===== config.mk =====
export PLATFORM = sky130hd
export DESIGN_NAME = pqm_queue
export DESIGN_NICKNAME = d
export VERILOG_FILES = /design/src/hdl/pqm_queue.sv
export SDC_FILE = /design/constraint.sdc
export NUM_CORES = 1
export LEC_CHECK = 0
export BUFFER_PORTS_ARGS = -buffer_cell sky130_fd_sc_hd__clkbuf_2
export CORE_UTILIZATION = 50
export DETAILED_ROUTE_END_ITERATION = 16
export PLACE_DENSITY = 0.77
export SLEW_MARGIN = 20
export SYNTH_ARGS = -nofsm -noshare
export SYNTH_HDL_FRONTEND = slang
export SYNTH_SLANG_ARGS = --single-unit

===== constraint.sdc =====
create_clock -name aclk -period 3.3 [get_ports aclk]
set_input_delay 0.66 -clock aclk [delete_from_list [all_inputs] [get_ports aclk]]
set_output_delay 0.66 -clock aclk [all_outputs]
set_load 0.01 [all_outputs]

===== src/hdl/pqm_queue.sv =====
// pqm_queue: two-entry request queue between front and back
// no package dependencies

module pqm_queue #(
    parameter int W = 8
) (
    input  logic         aclk,
    input  logic         aresetn,
    input  logic         push,
    input  logic [W-1:0] wdata,
    input  logic         pop,
    output logic         full,
    output logic         valid,
    output logic [W-1:0] rdata
);

    logic [W-1:0] data_reg [2];
    logic         wptr_reg;
    logic         rptr_reg;
    logic [1:0]   cnt_reg;

    assign full  = (cnt_reg == 2'd2);
    assign valid = (cnt_reg != 2'd0);
    assign rdata = data_reg[rptr_reg];

    // pointers and fill count
    always_ff @(posedge aclk) begin
        if (!aresetn) begin
            wptr_reg <= 1'b0;
            rptr_reg <= 1'b0;
            cnt_reg  <= 2'd0;
        end else begin
            if (push) begin
                wptr_reg <= !wptr_reg;
            end
            if (pop) begin
                rptr_reg <= !rptr_reg;
            end
            cnt_reg <= cnt_reg + {1'b0, push} - {1'b0, pop};
        end
    end

    // storage
    always_ff @(posedge aclk) begin
        if (push) begin
            data_reg[wptr_reg] <= wdata;
        end
    end

endmodule


==> results of run 1 <==
[path summary, 6_finish.rpt]
check                                      startpoint                  endpoint  slack [ns]
worst min register to register  rptr_reg$_SDFFE_PN0P_                 flip-flop        0.59
worst min-delay path                         wdata[4]  data_reg[1][4]$_DFFE_PP_        0.55
worst max register to register  cnt_reg[0]$_SDFF_PN0_     cnt_reg[1]$_SDFF_PN0_        1.90
worst max-delay path                        flip-flop                  rdata[4]        1.31
[power breakdown]
| group | internal [mW] | total [mW] | switching (mW) |
|---|---|---|---|
| clock | 0.0450 | 0.117 | 0.0715 |
| sequential | 0.304 | 0.315 | 0.0106 |
| combinational | 0.0438 | 0.0783 | 0.0345 |
| total | 0.393 | 0.510 | 0.117 |
[stage by stage]
stage / setup WS [ns] / cell area (um2) / hold slack, ns / utilization
global placement: 1.52 / 923 / 0.571 / 0.613
global route: 1.20 / 951 / 0.526 / 0.631
floorplan: 1.68 / 803 / 0.555 / -
finish: 1.31 / 951 / 0.549 / 0.631
CTS: 1.27 / 951 / 0.540 / 0.631
detailed placement: 1.47 / 923 / 0.585 / 0.613
[cells in the final DEF, fill, tap and decap left out, drive strengths merged, types with 2 or more instances in the layout]
cell type and count:
ha 2, dfxtp 5, mux2 8, inv 2, and2 4, nor2b 4, edfxtp 16, clkbuf 24
[kinds of logic (layout without fill, tap and decap cells)]
| family | Yosys count | after routing | share of synthesized area |
|---|---|---|---|
| flip-flops | 21 | 21 | 0.723 |
| adder cells (fa/ha/maj) | 2 | 2 | 0.0311 |
| AND/OR/NAND/NOR | 9 | 9 | 0.0701 |
| AO/OA/AOI/OAI | 1 | 1 | 0.00935 |
| XOR/XNOR | 2 | 2 | 0.0389 |
| buffers and inverters | 3 | 27 | 0.0156 |
| multiplexers | 8 | 8 | 0.112 |
[metal layers]
| layer | global-route usage | wire [um] | vias to the layer above | share of wire |
|---|---|---|---|---|
| met5 | 0 | 0 | - | 0 |
| met4 | 0.0563 | 5 | 0 | 0.0047 |
| met3 | 0.0474 | 66 | 2 | 0.062 |
| met2 | 0.244 | 570 | 15 | 0.53 |
| met1 | 0.151 | 425 | 207 | 0.40 |
| li1 | - | - | 213 | - |
[synth_stat cells, drive strengths merged]
cell | number | area [um2]
and2 | 4 | 25.0
buf | 1 | 5.00
dfxtp | 5 | 100
edfxtp | 16 | 480
ha | 2 | 25.0
inv | 2 | 7.51
mux2 | 8 | 90.1
nor2b | 4 | 25.0
o21a | 1 | 7.51
or2 | 1 | 6.26
xnor3 | 1 | 22.5
xor2 | 1 | 8.76
[critical path: stages (launching register included)]
cell and delay, ns:
dfxtp_1 0.54, mux2_1 0.37, clkbuf_2 0.13
[cell type report]
type / count / area [um2] / area share
Sequential cell: 21 / 581 / 0.611
Multi-Input combinational cell: 22 / 210 / 0.221
Tap cell: 16 / 20.0 / 0.0211
Clock buffer: 3 / 22.5 / 0.0237
Clock inverter: 1 / 5.00 / 0.00526
Inverter: 2 / 7.51 / 0.00789
Timing Repair Buffer: 21 / 105 / 0.111
==> impl_results.md, run 1 <==
* Leakage Power at 0.396 nW
* Finished Layout Cells at 86
* Sink Count at 21
* Grt total ovfl at 0
* Fin crit period at 1.99 ns
* Startpoint Class: flip-flop
* Slew @ Worst Pin at 0.776 ns
* DRC errors left at 0
* Distinct cells, synth at 12
* Core Region at 0.00151 mm2
* CTS tree: done
* Root buf cell: clkbuf_4
* Final net count at 85
* Max reg flops at 16
* Crit path arrival time at between 1 and 1.5 ns
* Drt pass-1 iters at 2
* Synthesized cell area at 803 um2
* CTS Buf Count at 3
* Routed vias at 437
* Area delta synth->final at 18.4%
* Reg2reg path depth at 6
* Slew HR at 0.481
* Endpoints failing setup at 0
* First-pass GRT wire length at 1.75 mm
* Post-Syn Nets at 60
* Run status: completed
* Crit-path max FO at 8
* GRT Overall Usage at 0.138
* Fill count at 119
* Gpl congestion at 0.642
* Drt total wl at 1.07 mm
* Longest Clk Path Bufs at 2
* Share of cells above drive strength 1 at 0.357
* Period Utilization, post-route at 0.603
* Max Cap Violations at 0
* Crit end category: output pin
* FF+latch count, synth at 21
* Post-CTS Resized at 0
* HPWL Detailed at 841 um
* Initial Util at 0.533
* Post-route total power at 0.510 mW
* # hold bufs at CTS at 0
* Hold path depth at 1
* Post-route ant nets at 0
* IO buf count at 21
* Diodes inserted at 0
* Postcts setup bufs at 0
* Placed insts at 82
* Max Clk Rate at 502 MHz
* Fin. max-slew vios at 0
* Io pins at 22
* Chip height at between 40 and 50 um
* RSZ-0062 raised after global routing: false
* CTS H-tree depth at 1
* Min-Delay Path Class: in2reg
* Setup TNS Final at 0 ns
* Vias in the first global route at 412
* Die area at 0.00177 mm2
* Avg Inst Size Synth at 17.5 um2
* Register area share after synthesis at 0.723
* Vias per cell at 5.08
* DR iter-0 viols at 3
* Reg clk slew, reported paths at ~0.11 ns
* Final Skew at around 0.0011 ns
* Worst EP required at 2.64 ns
* YS warnings at 0
* Synthesized instance count at 46
* Crit Path Class: reg2out
* Final Hold Vio Count at 0
* Clock Latency Late Sink at just under 0.3 ns
* Horiz. Die Dim at 42.1 um
* VDD IR max at 0.329 mV
* Wire per inst at roughly 12 um
* Pwr/cell area at 536 mW/mm2
* Initial antenna violation count at 0
* Largest net degree at the start of global routing at 13
* Row cnt at 14
Power figures use the tool's default switching activity.
==> run 2, diff against run 1 <==
--- a/config.mk
+++ b/config.mk
@@ -6,9 +6,9 @@
 export NUM_CORES = 1
 export LEC_CHECK = 0
 export BUFFER_PORTS_ARGS = -buffer_cell sky130_fd_sc_hd__clkbuf_2
-export CORE_UTILIZATION = 50
+export CORE_UTILIZATION = 49
 export DETAILED_ROUTE_END_ITERATION = 16
-export PLACE_DENSITY = 0.77
+export PLACE_DENSITY = 0.75
 export SLEW_MARGIN = 20
 export SYNTH_ARGS = -nofsm -noshare
 export SYNTH_HDL_FRONTEND = slang
==> constraint.sdc (replaced) <==
create_clock -name aclk -period 1.95 [get_ports aclk]
set_input_delay 0.39 -clock aclk [delete_from_list [all_inputs] [get_ports aclk]]
set_output_delay 0.39 -clock aclk [all_outputs]
set_load 0.01 [all_outputs]
==> run 2 against run 1 <==
Sequential share of layout area down 0.40 points. Sequential cell count stayed put. Setup slack worse by 1.1 ns. Core utilization is 0.31 points lower. Global-route usage rose by 1.2 points. Clock power is 68% higher. Via count down 1.4%. Non-clock buffer count rose by 1. Critical path type unchanged. Largest cell class unchanged.
==> impl_results.md, run 2 (same netlist as run 1, synthesis figures left out) <==
* Run status: completed
* VDD IR max at 0.630 mV (+92%)
* Horiz. Die Dim at 42.5 um (+0.97%)
* Final net count at 86 (+1.2%)
* Pre-CTS setup slack at 0.420 ns (-1.05 ns)
* Final setup margin at 0.219 ns (-1.09 ns)
* RSZ-0062 raised after global routing: false
* IO buf count at 21 (unchanged)
* Reg clk slew, reported paths at 0.11 ns (about the same)
* HPWL Detailed at 893 um (+6.2%)
* Startpoint Class: flip-flop
* Post-CTS Resized at 0 (unchanged)
* Clock Latency Late Sink at 0.29 ns (about the same)
* Io pins at 22 (unchanged)
* Final Hold Vio Count at 0 (unchanged)
* Gpl congestion at 0.643 (+0.16%)
* Fin. max-slew vios at 0 (unchanged)
* Min-Delay Path Class: in2reg
* Max Cap Violations at 0 (unchanged)
* Chip height at 42.5 um (+0.97%)
* Share of cells above drive strength 1 at 0.352 (-0.00503)
* Crit path arrival time at 1.34 ns (about the same)
* Pwr/cell area at 905 mW/mm2 (+69%)
* Largest net degree at the start of global routing at 12 (-1)
* CTS H-tree depth at 1 (unchanged)
* Initial antenna violation count at 0 (unchanged)
* Setup TNS Final at 0 ns (unchanged)
* Vias per cell at 4.95 (-2.5%)
* Postcts setup bufs at 0 (unchanged)
* Max reg flops at 16 (unchanged)
* Leakage Power at 0.399 nW (+0.56%)
* Vias in the first global route at 438 (+6.3%)
* Commonest non-fill, non-tap cell in the layout: clkbuf_2
* GRT Overall Usage at 0.150 (+0.0125)
* Core Region at 0.00152 mm2 (+1.2%)
* CTS Buf Count at 3 (unchanged)
* Drt pass-1 iters at 4 (+2)
* Initial Util at 0.527 (-0.00613)
* Die area at 0.00181 mm2 (+2.0%)
* Worst EP required at 1.56 ns (-1.08 ns)
* # hold bufs at CTS at 0 (unchanged)
* Root buf cell: clkbuf_4
* Area delta synth->final at 19.2%
* Slew @ Worst Pin at 0.360 ns (-0.416 ns)
* Post-route total power at 0.866 mW (+70%)
* DR iter-0 viols at 5 (+2)
* Period Utilization, post-route at 0.888
* Grt total ovfl at 0 (unchanged)
* Row cnt at 14 (unchanged)
* Placed insts at 83 (+1.2%)
* Crit-path max FO at 8 (unchanged)
* Sink Count at 21 (unchanged)
* Final Skew at 0.00413 ns (+0.00304 ns)
* Max Clk Rate at 578 MHz
* Wire per inst at 12.9 um (+4.1%)
* Drt total wl at 1.13 mm (+5.3%)
* Fin crit period at 1.73 ns
* DRC errors left at 0 (unchanged)
* Post-layout util at 0.628 (-0.00315)
* Crit Path Class: reg2out
* Crit end category: output pin
* Longest Clk Path Bufs at 2 (unchanged)
* CTS tree: done
* Fill count at 125 (+5.0%)
* Finished Layout Cells at 87 (+1.2%)
* Diodes inserted at 0 (unchanged)
* Post-route ant nets at 0 (unchanged)
* Routed vias at 431 (-1.4%)
* Slew HR at 0.760 (+0.278)
* Endpoints failing setup at 0 (unchanged)
* Most frequent cells in the layout: clkbuf_2, edfxtp_1, mux2_1
* First-pass GRT wire length at 1.88 mm (+7.5%)
run 2: changes by cell type in the layout (fill, tap and decap cells not counted):
cell / delta
buf_4: +1
clkbuf_1: +1
clkinv_2: -1
run 2: metrics by stage:
| step | hold slack [ns] | cell area (um2) |
|---|---|---|
| after global placement | 0.574 | 931 |
| after detailed placement | 0.574 | 931 |
| after global routing | 0.258 | 957 |
| after CTS | 0.280 | 957 |
| final | 0.282 | 957 |
| after floorplan | 0.489 | 803 |
run 2: final cells by class:
cell class	count	area (um2)	share of cell area
repair buffers	22	113	0.118
well taps	16	20.0	0.0209
multi-input cells	22	210	0.220
inverters	2	7.51	0.00784
flip-flops and latches	21	581	0.607
clock buffers	4	26.3	0.0275
run 2: report_power, final:
| part | switching [mW] | total (mW) | internal, mW |
|---|---|---|---|
| Combinational | 0.0598 | 0.136 | 0.0764 |
| Clock | 0.118 | 0.197 | 0.0795 |
| Sequential | 0.0180 | 0.533 | 0.515 |
run 2: final timing paths:
path                                            start                  endpoint  slack, ns  cells after the start
worst max-delay path                        flip-flop                  rdata[3]       0.22                      2
worst min register to register  rptr_reg$_SDFFE_PN0P_                 flip-flop       0.59                      2
worst max register to register  cnt_reg[0]$_SDFF_PN0_     cnt_reg[1]$_SDFF_PN0_       0.55                      6
worst min-delay path                         wdata[5]  data_reg[1][5]$_DFFE_PP_       0.28                      1
run 2: critical path, stage by stage (launching register included):
cell and delay, ns:
dfxtp_1 0.55, mux2_1 0.37, clkbuf_2 0.13
run 2: per-layer routing:
metal | track usage | up-vias | routed length [um]
met3 | 0.0517 | 4 | 44
li1 | - | 217 | -
met4 | 0.0563 | 0 | 19
met2 | 0.258 | 15 | 568
met1 | 0.172 | 195 | 492
met5 | 0 | - | 0
==> run 3, diff against run 2 <==
--- a/config.mk
+++ b/config.mk
@@ -9,6 +9,8 @@
 export CORE_UTILIZATION = 49
 export DETAILED_ROUTE_END_ITERATION = 16
 export PLACE_DENSITY = 0.75
+export SETUP_SLACK_MARGIN = 0.5
+export SKIP_LAST_GASP = 1
 export SLEW_MARGIN = 20
 export SYNTH_ARGS = -nofsm -noshare
 export SYNTH_HDL_FRONTEND = slang
==> run 3 against run 2 <==
Sequential share of layout area shrank 2.7 points. Via count grew 3.9%. Sequential cell count did not move. Core utilization up 3.5 points. Sequential power is 0.8% higher. Routed wire length grew 4.4%. Global-route usage up 0.49 points. First-iteration DRC count stayed put. Register-to-register slack better by 0.19 ns. Critical path type unchanged. Critical endpoint is now rdata[4].
==> impl_results.md, run 3 (same netlist as run 1, synthesis figures left out) <==
* Run status: completed
* GRT Overall Usage at 0.155 (+0.00487)
* Grt total ovfl at 0 (unchanged)
* Clock Latency Late Sink at 0.29 ns (about the same)
* Crit-path max FO at 8 (unchanged)
* Die area at 0.00181 mm2 (unchanged)
* RSZ-0062 raised after global routing: true
* Reg clk slew, reported paths at 0.10 ns (about the same)
* CTS H-tree depth at 1 (unchanged)
* Gpl congestion at 0.643 (unchanged)
* Fin crit period at 1.57 ns (-0.163 ns)
* Min-Delay Path Class: in2reg
* Fin. max-slew vios at 0 (unchanged)
* Final setup margin at 0.381 ns (+0.163 ns)
* Most frequent cells in the layout: clkbuf_2, edfxtp_1, mux2_4
* Fill count at 125 (unchanged)
* Commonest non-fill, non-tap cell in the layout: clkbuf_2
* Drt total wl at 1.17 mm (+4.4%)
* Worst EP required at 1.56 ns (about the same)
* Setup TNS Final at 0 ns (unchanged)
* Sink Count at 21 (unchanged)
* Max Cap Violations at 0 (unchanged)
* Largest net degree at the start of global routing at 12 (unchanged)
* Core Region at 0.00152 mm2 (unchanged)
* VDD IR max at 0.606 mV (-3.8%)
* Row cnt at 14 (unchanged)
* Worst Hold Margin at 0.285 ns (+0.00331 ns)
* Pre-CTS setup slack at 0.420 ns (unchanged)
* R2r endpoint: cnt_reg[1]$_SDFF_PN0_
* Share of cells above drive strength 1 at 0.493 (+0.141)
* Horiz. Die Dim at 42.5 um (unchanged)
* Routed vias at 448 (+3.9%)
* Max Clk Rate at 638 MHz (+10%)
* Crit path arrival time at 1.18 ns (-0.16 ns)
* DRC errors left at 0 (unchanged)
* CTS tree: done
* Root buf cell: clkbuf_4
* Endpoints failing setup at 0 (unchanged)
* Startpoint Class: flip-flop
* Wire per inst at 13.5 um (+4.4%)
* Post-layout util at 0.663 (+0.0353)
* Post-route total power at 0.888 mW (+2.5%)
* Final Skew at 0.00165 ns (-0.00247 ns)
* Vias in the first global route at 450 (+2.7%)
* HPWL Detailed at 893 um (unchanged)
* IO buf count at 21 (unchanged)
* Reg2reg start: cnt_reg[0]$_SDFF_PN0_
* CTS Buf Count at 3 (unchanged)
* Drt pass-1 iters at 4 (unchanged)
* Hold Crit Endpoint: data_reg[1][6]$_DFFE_PP_
* Crit Path Class: reg2out
* Period Utilization, post-route at 0.804 (-0.0834)
* Area delta synth->final at 25.9%
* Worst hold start: wdata[6]
* Final net count at 86 (unchanged)
* Initial Util at 0.527 (unchanged)
* Hold path depth at 1 (unchanged)
* Pwr/cell area at 879 mW/mm2 (-2.9%)
* R2R Setup Slk at 0.74 ns (+0.19 ns)
* Diodes inserted at 0 (unchanged)
* Vias per cell at 5.15 (+3.9%)
* First-pass GRT wire length at 1.96 mm (+4.0%)
* DR iter-0 viols at 5 (unchanged)
* Reg2reg path depth at 6 (unchanged)
* Max reg flops at 16 (unchanged)
* Post-route ant nets at 0 (unchanged)
* # hold bufs at CTS at 0 (unchanged)
* Final Hold Vio Count at 0 (unchanged)
* Crit end category: output pin
* Initial antenna violation count at 0 (unchanged)
* Leakage Power at 0.433 nW (+8.6%)
* Slew @ Worst Pin at 0.375 ns (+0.0143 ns)
* Io pins at 22 (unchanged)
* Slew HR at 0.750 (-0.00950)
* Longest Clk Path Bufs at 2 (unchanged)
* Chip height at 42.5 um (unchanged)
==> run 3: cell count changes in the layout (fill, tap and decap cells not counted) <==
cell	delta
buf_6	+3
clkbuf_2	-3
dfxtp_1	-2
dfxtp_2	+1
dfxtp_4	+1
mux2_1	-8
mux2_4	+8
==> run 3: area by class of cell <==
cell class | instances | area [um2] | area share
Sequential cell | 21 | 586 | 0.579
Clock buffer | 4 | 26.3 | 0.0260
Inverter | 2 | 7.51 | 0.00743
Multi-Input combinational cell | 22 | 240 | 0.238
Timing Repair Buffer | 22 | 131 | 0.130
Tap cell | 16 | 20.0 | 0.0198
==> run 3: worst max path at each step <==
| stage | endpoint | slack, ns |
|---|---|---|
| after floorplan | cnt_reg[1]$_SDFF_PN0_ | 0.60 |
| after global placement | cnt_reg[1]$_SDFF_PN0_ | 0.48 |
| after detailed placement | cnt_reg[1]$_SDFF_PN0_ | 0.42 |
| after CTS | rdata[6] | 0.36 |
| after global routing | rdata[4] | 0.32 |
| final | rdata[4] | 0.38 |
==> run 3: worst max-delay path, stage by stage (launching register included) <==
cell and delay [ns]:
dfxtp_4 0.45, mux2_4 0.32, buf_6 0.12
==> run 3: routing by layer <==
layer	up-vias	part of all wire	wire [um]	track usage
li1	215	-	-	-
met1	211	0.41	481	0.176
met2	18	0.53	624	0.271
met3	4	0.041	48	0.0517
met4	0	0.016	19	0.0563
met5	-	0	0	0
==> run 3: report_power, final <==
| part | switching [mW] | internal (mW) | total, mW |
|---|---|---|---|
| logic | 0.0615 | 0.0982 | 0.160 |
| clock network | 0.112 | 0.0795 | 0.191 |
| registers | 0.0211 | 0.516 | 0.537 |
==> run 3: metrics by stage <==
stage          std cells  area (um2)
2_1_floorplan         46         803
3_3_place_gp          83         931
3_5_place_dp          83         931
4_1_cts               87         972
5_1_grt               87        1010
6_report              87        1010
==> run 3: what timing repair did <==
item,4_1_cts,5_1_grt
cloned,0,0
buffers inserted,0,0
pin swaps,0,1
gates resized for setup,5,12
setup endpoints to repair,8,9
